--- config.mk ---
export PLATFORM = sky130hd
export DESIGN_NAME = scalar_kalman_filter
export DESIGN_NICKNAME = d
export VERILOG_FILES = /design/src/hdl/skf_pkg.sv /design/src/hdl/skf_ctrl.sv /design/src/hdl/skf_datapath.sv /design/src/hdl/scalar_kalman_filter.sv
export SDC_FILE = /design/constraint.sdc
export NUM_CORES = 2
export LEC_CHECK = 0
export ABC_AREA = 1
export BUFFER_PORTS_ARGS = -buffer_cell sky130_fd_sc_hd__buf_2
export CELL_PAD_IN_SITES_DETAIL_PLACEMENT = 1
export CELL_PAD_IN_SITES_GLOBAL_PLACEMENT = 1
export CORE_AREA = 2 2 372 374
export DETAILED_ROUTE_END_ITERATION = 8
export DIE_AREA = 0 0 374 376
export HOLD_SLACK_MARGIN = 0.12
export PLACE_DENSITY = 0.59
export SYNTH_ARGS = -nofsm -noshare
export SYNTH_HDL_FRONTEND = slang
export SYNTH_SLANG_ARGS = --single-unit
export TNS_END_PERCENT = 1
--- constraint.sdc ---
create_clock -name clk_i -period 26.7 [get_ports clk_i]
set_clock_uncertainty 0.2 [all_clocks]
set_input_delay 0 -clock clk_i [delete_from_list [all_inputs] [get_ports clk_i]]
set_output_delay 0 -clock clk_i [all_outputs]
set_load 0.05 [all_outputs]
--- src/hdl/skf_pkg.sv ---
package skf_pkg;

  localparam int unsigned DATA_W      = 32;
  localparam int unsigned GAIN_W      = 17;
  localparam int unsigned GAIN_FRAC   = 16;
  localparam int unsigned FRAC_BITS_D = 16;

  localparam int unsigned CFG_ADDR_W  = 2;
  localparam int unsigned CFG_DATA_W  = 32;

  // m_axis tdata: filtered_value then gain, padded to whole bytes
  localparam int unsigned OUT_BITS    = DATA_W + GAIN_W;
  localparam int unsigned OUT_TDATA_W = ((OUT_BITS + 7) / 8) * 8;

  localparam logic [GAIN_W-1:0] GAIN_ONE = GAIN_W'(1) << GAIN_FRAC;

  // register indexes of the configuration port
  localparam logic [CFG_ADDR_W-1:0] REG_PROCESS_NOISE     = 2'd0;
  localparam logic [CFG_ADDR_W-1:0] REG_MEASUREMENT_NOISE = 2'd1;
  localparam logic [CFG_ADDR_W-1:0] REG_INITIAL_ESTIMATE  = 2'd2;

  // input op codes
  localparam logic OP_UPDATE  = 1'b0;
  localparam logic OP_RESTART = 1'b1;

  typedef struct packed {
    logic load_in;   // capture measurement
    logic restart;   // reload estimate and covariance
    logic predict;   // p1, divisor and error
    logic div_step;  // one restoring division step
    logic mul_err;   // error times gain
    logic mul_cov;   // covariance times one minus gain
    logic update;    // write back estimate and covariance
    logic out_load;  // load the output register
  } cmd_t;

  typedef struct packed {
    logic div_last;
  } status_t;

endpackage

--- src/hdl/skf_ctrl.sv ---
module skf_ctrl (
  input  logic             clk_i,
  input  logic             rst_ni,
  input  logic             in_valid_i,
  input  logic             in_op_i,
  output logic             in_ready_o,
  output logic             out_valid_o,
  input  logic             out_ready_i,
  input  skf_pkg::status_t stat_i,
  output skf_pkg::cmd_t    cmd_o
);
  import skf_pkg::*;

  localparam logic [2:0] ST_IDLE = 3'd0;
  localparam logic [2:0] ST_PRED = 3'd1;
  localparam logic [2:0] ST_DIV  = 3'd2;
  localparam logic [2:0] ST_MULE = 3'd3;
  localparam logic [2:0] ST_MULP = 3'd4;
  localparam logic [2:0] ST_UPD  = 3'd5;
  localparam logic [2:0] ST_DONE = 3'd6;

  logic [2:0] state_q, state_d;
  logic       out_valid_q, out_valid_d;
  logic       accept;

  assign in_ready_o  = (state_q == ST_IDLE);
  assign accept      = in_valid_i && in_ready_o;
  assign out_valid_o = out_valid_q;

  always_comb begin
    state_d = state_q;
    cmd_o   = '0;
    case (state_q)
      ST_IDLE: begin
        if (accept) begin
          if (in_op_i == OP_RESTART) begin
            cmd_o.restart = 1'b1;
            state_d       = ST_DONE;
          end else begin
            cmd_o.load_in = 1'b1;
            state_d       = ST_PRED;
          end
        end
      end
      ST_PRED: begin
        cmd_o.predict = 1'b1;
        state_d       = ST_DIV;
      end
      ST_DIV: begin
        cmd_o.div_step = 1'b1;
        if (stat_i.div_last) begin
          state_d = ST_MULE;
        end
      end
      ST_MULE: begin
        cmd_o.mul_err = 1'b1;
        state_d       = ST_MULP;
      end
      ST_MULP: begin
        cmd_o.mul_cov = 1'b1;
        state_d       = ST_UPD;
      end
      ST_UPD: begin
        cmd_o.update = 1'b1;
        state_d      = ST_DONE;
      end
      ST_DONE: begin
        // wait for the output register to be free
        if (!out_valid_q || out_ready_i) begin
          cmd_o.out_load = 1'b1;
          state_d        = ST_IDLE;
        end
      end
      default: begin
        state_d = ST_IDLE;
      end
    endcase
  end

  always_comb begin
    out_valid_d = out_valid_q;
    if (out_ready_i) begin
      out_valid_d = 1'b0;
    end
    if (cmd_o.out_load) begin
      out_valid_d = 1'b1;
    end
  end

  always_ff @(posedge clk_i or negedge rst_ni) begin
    if (!rst_ni) begin
      state_q     <= ST_IDLE;
      out_valid_q <= 1'b0;
    end else begin
      state_q     <= state_d;
      out_valid_q <= out_valid_d;
    end
  end

endmodule

--- src/hdl/skf_datapath.sv ---
module skf_datapath #(
  parameter int unsigned FRAC_BITS = skf_pkg::FRAC_BITS_D
) (
  input  logic                            clk_i,
  input  logic                            rst_ni,
  input  logic                            cfg_we_i,
  input  logic [skf_pkg::CFG_ADDR_W-1:0]  cfg_addr_i,
  input  logic [skf_pkg::CFG_DATA_W-1:0]  cfg_wdata_i,
  input  logic [skf_pkg::DATA_W-1:0]      meas_i,
  input  skf_pkg::cmd_t                   cmd_i,
  output skf_pkg::status_t                stat_o,
  output logic [skf_pkg::DATA_W-1:0]      filtered_value_o,
  output logic [skf_pkg::GAIN_W-1:0]      gain_o
);
  import skf_pkg::*;

  localparam logic [DATA_W-1:0] COV_ONE = DATA_W'(1) << FRAC_BITS;
  localparam int unsigned       CNT_W   = $clog2(GAIN_W);
  localparam logic [CNT_W-1:0]  CNT_LAST = CNT_W'(GAIN_W - 1);

  // configuration registers
  logic [DATA_W-1:0] q_noise_q, r_noise_q, init_est_q;

  // filter state
  logic signed [DATA_W-1:0] est_q;
  logic [DATA_W-1:0]        cov_q;

  // working registers
  logic signed [DATA_W-1:0] meas_q;
  logic [DATA_W-1:0]        p1_q;
  logic [DATA_W:0]          den_q;
  logic signed [DATA_W:0]   err_q;
  logic [DATA_W+1:0]        rem_q;
  logic [GAIN_W-1:0]        quo_q;
  logic [CNT_W-1:0]         cnt_q;
  logic [GAIN_W-1:0]        gain_q;
  logic signed [51:0]       prod_q;
  logic signed [33:0]       corr_q;
  logic [DATA_W-1:0]        out_est_q;
  logic [GAIN_W-1:0]        out_gain_q;

  logic [DATA_W:0]          p1_sum;
  logic [DATA_W-1:0]        p1_sat;
  logic [DATA_W+1:0]        rem_in;
  logic                     rem_ge;
  logic [GAIN_W-1:0]        gain_w;
  logic signed [33:0]       mul_a;
  logic signed [17:0]       mul_b;
  logic signed [51:0]       prod;
  logic signed [34:0]       est_sum;
  logic signed [DATA_W-1:0] est_sat;

  always_ff @(posedge clk_i or negedge rst_ni) begin
    if (!rst_ni) begin
      q_noise_q  <= DATA_W'(655);
      r_noise_q  <= DATA_W'(65536);
      init_est_q <= '0;
    end else if (cfg_we_i) begin
      case (cfg_addr_i)
        REG_PROCESS_NOISE:     q_noise_q  <= cfg_wdata_i;
        REG_MEASUREMENT_NOISE: r_noise_q  <= cfg_wdata_i;
        REG_INITIAL_ESTIMATE:  init_est_q <= cfg_wdata_i;
        default: ;
      endcase
    end
  end

  // predicted covariance, saturating
  assign p1_sum = {1'b0, cov_q} + {1'b0, q_noise_q};
  assign p1_sat = p1_sum[DATA_W] ? '1 : p1_sum[DATA_W-1:0];

  // restoring divider: first step compares p1 itself, then one shifted bit per step
  assign rem_in = (cnt_q == '0) ? {2'b00, p1_q} : {rem_q[DATA_W:0], 1'b0};
  assign rem_ge = rem_in >= {1'b0, den_q};

  assign stat_o.div_last = (cnt_q == CNT_LAST);

  // zero divisor means gain of one
  assign gain_w = (den_q == '0) ? GAIN_ONE : quo_q;

  // shared multiplier
  assign mul_a = cmd_i.mul_err ? {err_q[DATA_W], err_q} : {2'b00, p1_q};
  assign mul_b = cmd_i.mul_err ? {1'b0, gain_w} : {1'b0, GAIN_ONE - gain_q};
  assign prod  = mul_a * mul_b;

  assign est_sum = {{3{est_q[DATA_W-1]}}, est_q} + {corr_q[33], corr_q};
  always_comb begin
    if (est_sum[34:31] == 4'b0000 || est_sum[34:31] == 4'b1111) begin
      est_sat = est_sum[DATA_W-1:0];
    end else if (est_sum[34]) begin
      est_sat = {1'b1, {(DATA_W-1){1'b0}}};
    end else begin
      est_sat = {1'b0, {(DATA_W-1){1'b1}}};
    end
  end

  always_ff @(posedge clk_i or negedge rst_ni) begin
    if (!rst_ni) begin
      est_q <= '0;
      cov_q <= COV_ONE;
    end else if (cmd_i.restart) begin
      est_q <= init_est_q;
      cov_q <= COV_ONE;
    end else if (cmd_i.update) begin
      est_q <= est_sat;
      cov_q <= prod_q[47:16];
    end
  end

  always_ff @(posedge clk_i) begin
    if (cmd_i.load_in) begin
      meas_q <= meas_i;
    end
    if (cmd_i.restart) begin
      gain_q <= '0;
    end
    if (cmd_i.predict) begin
      p1_q  <= p1_sat;
      den_q <= {1'b0, p1_sat} + {1'b0, r_noise_q};
      err_q <= {meas_q[DATA_W-1], meas_q} - {est_q[DATA_W-1], est_q};
      cnt_q <= '0;
    end
    if (cmd_i.div_step) begin
      rem_q <= rem_ge ? (rem_in - {1'b0, den_q}) : rem_in;
      quo_q <= {quo_q[GAIN_W-2:0], rem_ge};
      cnt_q <= cnt_q + CNT_W'(1);
    end
    if (cmd_i.mul_err) begin
      prod_q <= prod;
      gain_q <= gain_w;
    end
    if (cmd_i.mul_cov) begin
      // floor division by 2^16 of the signed correction
      corr_q <= prod_q[49:16];
      prod_q <= prod;
    end
    if (cmd_i.out_load) begin
      out_est_q  <= est_q;
      out_gain_q <= gain_q;
    end
  end

  assign filtered_value_o = out_est_q;
  assign gain_o           = out_gain_q;

endmodule

--- src/hdl/scalar_kalman_filter.sv ---
// One-dimensional Kalman filter in fixed point (estimate Q16.16 signed, covariances
// unsigned with FRAC_BITS fraction bits, gain unsigned Q1.16). Items arrive on the
// s_axis side (tuser = op: 0 update, 1 restart; tdata = measurement) and each gives one
// beat on the m_axis side with the new estimate and the gain used. One item is worked
// at a time: an update runs predict, the divider, both multiplies and the write-back,
// a restart goes straight to the result, and a new item is taken the cycle after the
// result is loaded into the output register. The update time is set by the 17-step
// restoring divider that forms the gain, one quotient bit per cycle, plus the shared
// multiplier used twice. Registers on the cfg port: 0 process noise, 1 measurement
// noise, 2 restart estimate; write them only while the block is idle.
module scalar_kalman_filter #(
  parameter int unsigned FRAC_BITS = skf_pkg::FRAC_BITS_D
) (
  input  logic                             clk_i,
  input  logic                             rst_ni,
  input  logic                             cfg_we_i,
  input  logic [skf_pkg::CFG_ADDR_W-1:0]   cfg_addr_i,
  input  logic [skf_pkg::CFG_DATA_W-1:0]   cfg_wdata_i,
  input  logic                             s_axis_tvalid,
  output logic                             s_axis_tready,
  input  logic [skf_pkg::DATA_W-1:0]       s_axis_tdata,  // measurement
  input  logic                             s_axis_tuser,  // op
  output logic                             m_axis_tvalid,
  input  logic                             m_axis_tready,
  output logic [skf_pkg::OUT_TDATA_W-1:0]  m_axis_tdata   // filtered_value, gain, zero pad
);
  import skf_pkg::*;

  cmd_t                  cmd;
  status_t               stat;
  logic [DATA_W-1:0]     filtered_value;
  logic [GAIN_W-1:0]     gain;

  skf_ctrl u_ctrl (
    .clk_i       (clk_i),
    .rst_ni      (rst_ni),
    .in_valid_i  (s_axis_tvalid),
    .in_op_i     (s_axis_tuser),
    .in_ready_o  (s_axis_tready),
    .out_valid_o (m_axis_tvalid),
    .out_ready_i (m_axis_tready),
    .stat_i      (stat),
    .cmd_o       (cmd)
  );

  skf_datapath #(
    .FRAC_BITS (FRAC_BITS)
  ) u_datapath (
    .clk_i            (clk_i),
    .rst_ni           (rst_ni),
    .cfg_we_i         (cfg_we_i),
    .cfg_addr_i       (cfg_addr_i),
    .cfg_wdata_i      (cfg_wdata_i),
    .meas_i           (s_axis_tdata),
    .cmd_i            (cmd),
    .stat_o           (stat),
    .filtered_value_o (filtered_value),
    .gain_o           (gain)
  );

  assign m_axis_tdata = {{(OUT_TDATA_W - OUT_BITS){1'b0}}, gain, filtered_value};

endmodule

==> metrics.txt <==
status=finished, final reports clean; Placer Congestion=0.921; initial antenna violation count=8; CTS Root Buffer Type=clkbuf_16; most frequent cells in the layout=inv_1 (1168), nand2_1 (1157), fa_1 (534), nor2_1 (519), edfxtp_1 (319); worst reg2reg setup slack=16810 ps; grt total ovfl=0; Area growth syn-to-layout=11.6%; Hold WC Path Type=in2reg; post-layout util=38.8%; share of cells above drive strength 1=7.57%; met3 wire length=7.67 mm; CTS tree=yes; average size of a mapped cell=8.46 um2; Distinct cells, synth=64; commonest non-fill, non-tap cell in the layout=inv_1; WL per Instance=22.7 um; Syn Inst Count=5622; worst-case clock buffer depth=3; Slowest-stage cell, CP=nor4_1; dpl ws=16770 ps; final-layout fill cell count=16300; mux cell area share after synthesis=0%; Pre-antenna DRT Iters=5; antenna-violating nets left=0; die width=374 um; drt drc=0; Worst R2R End=u_datapath.prod_q[46]; largest family of logic cells by synthesized area=adder cells; XOR/XNOR Fraction of Synth Area=3.11%; Die ar.=141000 um2; CTS Hold Buffers Added=123; post-cts sizing count=0; global-route wire length before repair=263 mm; Met1 Routed Length=83.0 mm; post-synthesis compound-gate area fraction=9.06%; cts bufs inserted=54; Inst Count DP=7449; mapped cell area=47500 um2; vias=38600; number of synthesized flops with an enable pin=319; cells on worst reg2reg path=29; Critical Path Start Type=flip-flop; via density per instance=5.02; uppermost routed layer=met4; H-tree Lvls=2; final cell count without fillers=7678; max_slew headroom=15.7%; max-cap violations=0; fmax=101 MHz; Area contributors post-synth=fa_1 (22%), edfxtp_1 (20%), inv_1 (9.2%); Iter 0 DRT Violations=2613; Tcrit/Tclk final=37.1%; min Tclk post-route=9890 ps; Final Max Slew Viols=0; Worst-path clk slew=60 ps; Crit Path Max Fanout=47; number of port buffers=122; unrepaired setup endpoints after global routing=no; TNS Setup=0 ps; setup bufs post-CTS=0; Yosys warning count=0; Worst Setup SP=u_ctrl.state_q[2]; largest net degree at the start of global routing=67; fraction of the mapped netlist area in simple logic gates=18.1%; top_reg_cell synth=edfxtp_1; launching point of the worst reg2reg path=u_ctrl.state_q[2]; fin nets=6720; leading area contributor after synthesis=fa_1; Initial Utilization=34.8%; row count=136; sequential fraction of the synthesis area=28.8%; Arrival @ worst endpoint=10150 ps; adder-cell share of the synthesized area=29.9%; Total GRT Usage=24.9%; top cell type's share of synthesized area=22.5%; crit end category=flip-flop; Worst Setup EP=u_datapath.prod_q[46]; drt total wl=174 mm; Final Hold Fails=0; Crit path largest cell delay=730 ps; die height=376 um; setup ws final=16810 ps; # IOs=130; met2 wire length=79.0 mm; register bit total from synthesis=483; kind of critical path=reg2reg; async set-reset flop share out of synthesis=34.0%; CTS sink count=483; worst path required time=26960 ps; final number of setup-violating endpoints=0; number of global-route vias before repair=41200; dpl hpwl=142 mm; core box area=137000 um2; Worst-Margin Slew=1260 ps; Critical Path Most Common Cell=fa_1; later-pin clock latency in the skew report=630 ps
## cell type report
| type | count | area [um2] | area share, % |
|---|---|---|---|
| antenna | 4 | 10.0 | 0.0189 |
| clock buffer | 78 | 1540 | 2.91 |
| clock inverter | 24 | 220 | 0.415 |
| inverter | 1196 | 4490 | 8.46 |
| multi-input combinational | 3809 | 28700 | 54.0 |
| sequential | 483 | 13700 | 25.8 |
| tap | 1794 | 2240 | 4.23 |
| timing repair buffer | 290 | 2200 | 4.15 |
## synth_stat cells, types with 26 or more instances
cell,n
a21o_1,26
a21oi_1,258
a22oi_1,30
buf_2,57
clkbuf_1,52
dfrtp_1,156
edfxtp_1,319
fa_1,534
ha_1,280
inv_1,1168
nand2_1,1158
nand2_2,44
nand3_1,175
nand4_1,29
nor2_1,522
nor2_2,41
nor3_1,42
o21ai_0,262
o21ai_2,36
o21bai_1,27
xnor2_1,69
xor2_1,100
## flip-flops by register name, summed over array words and instances, names as in the netlist, 33 cells and up
register and count:
u_datapath.corr_q 34, u_datapath.den_q 33, u_datapath.rem_q 33, u_datapath.err_q 33
u_datapath.prod_q 34
## through the flow
stage | hold slack, ps | instance area (um2)
final | 163 | 53100
after global routing | 165 | 53100
after CTS | 120 | 53100
after detailed placement | -212 | 50100
after global placement | -213 | 50100
after floorplan | -496 | 47600
## how the worst min path moves through the flow
stage / startpoint / endpoint / slack, ps / cells past startpoint
after floorplan: rst_ni / u_ctrl.out_valid_o / -500 / 0
after global placement: rst_ni / u_datapath.est_q[4] / -210 / 1
after CTS: cfg_wdata_i[17] / u_datapath.init_est_q[17] / 120 / 4
after detailed placement: rst_ni / u_datapath.est_q[4] / -210 / 1
final: cfg_wdata_i[17] / u_datapath.init_est_q[17] / 160 / 4
after global routing: cfg_wdata_i[17] / u_datapath.r_noise_q[17] / 170 / 4
## critical path: cells and delay by family (launching register included)
kind / cells / cell delay (ps)
AOI/OAI and AO/OA: 2 / 900
DFF: 1 / 410
xor gates and xnor gates: 1 / 220
and+or+nand+nor: 9 / 2060
adders and majority gates: 7 / 3270
buffers and inverters: 10 / 2540
## logic make-up after synthesis
logic type,after synthesis
compound gates,745
simple gates,2074
other cells,1
fa+ha+maj,814
flops,483
xor+xnor,169
buf+inv,1336
## routing by layer
metal,global-route usage [%],up-vias
met5,0,-
met4,6.40,0
met3,2.78,189
met2,39.9,780
met1,35.8,19700
li1,-,17900
Power is not shown: default switching activity piles up to over one toggle a cycle in this logic, so the estimate is an artifact.
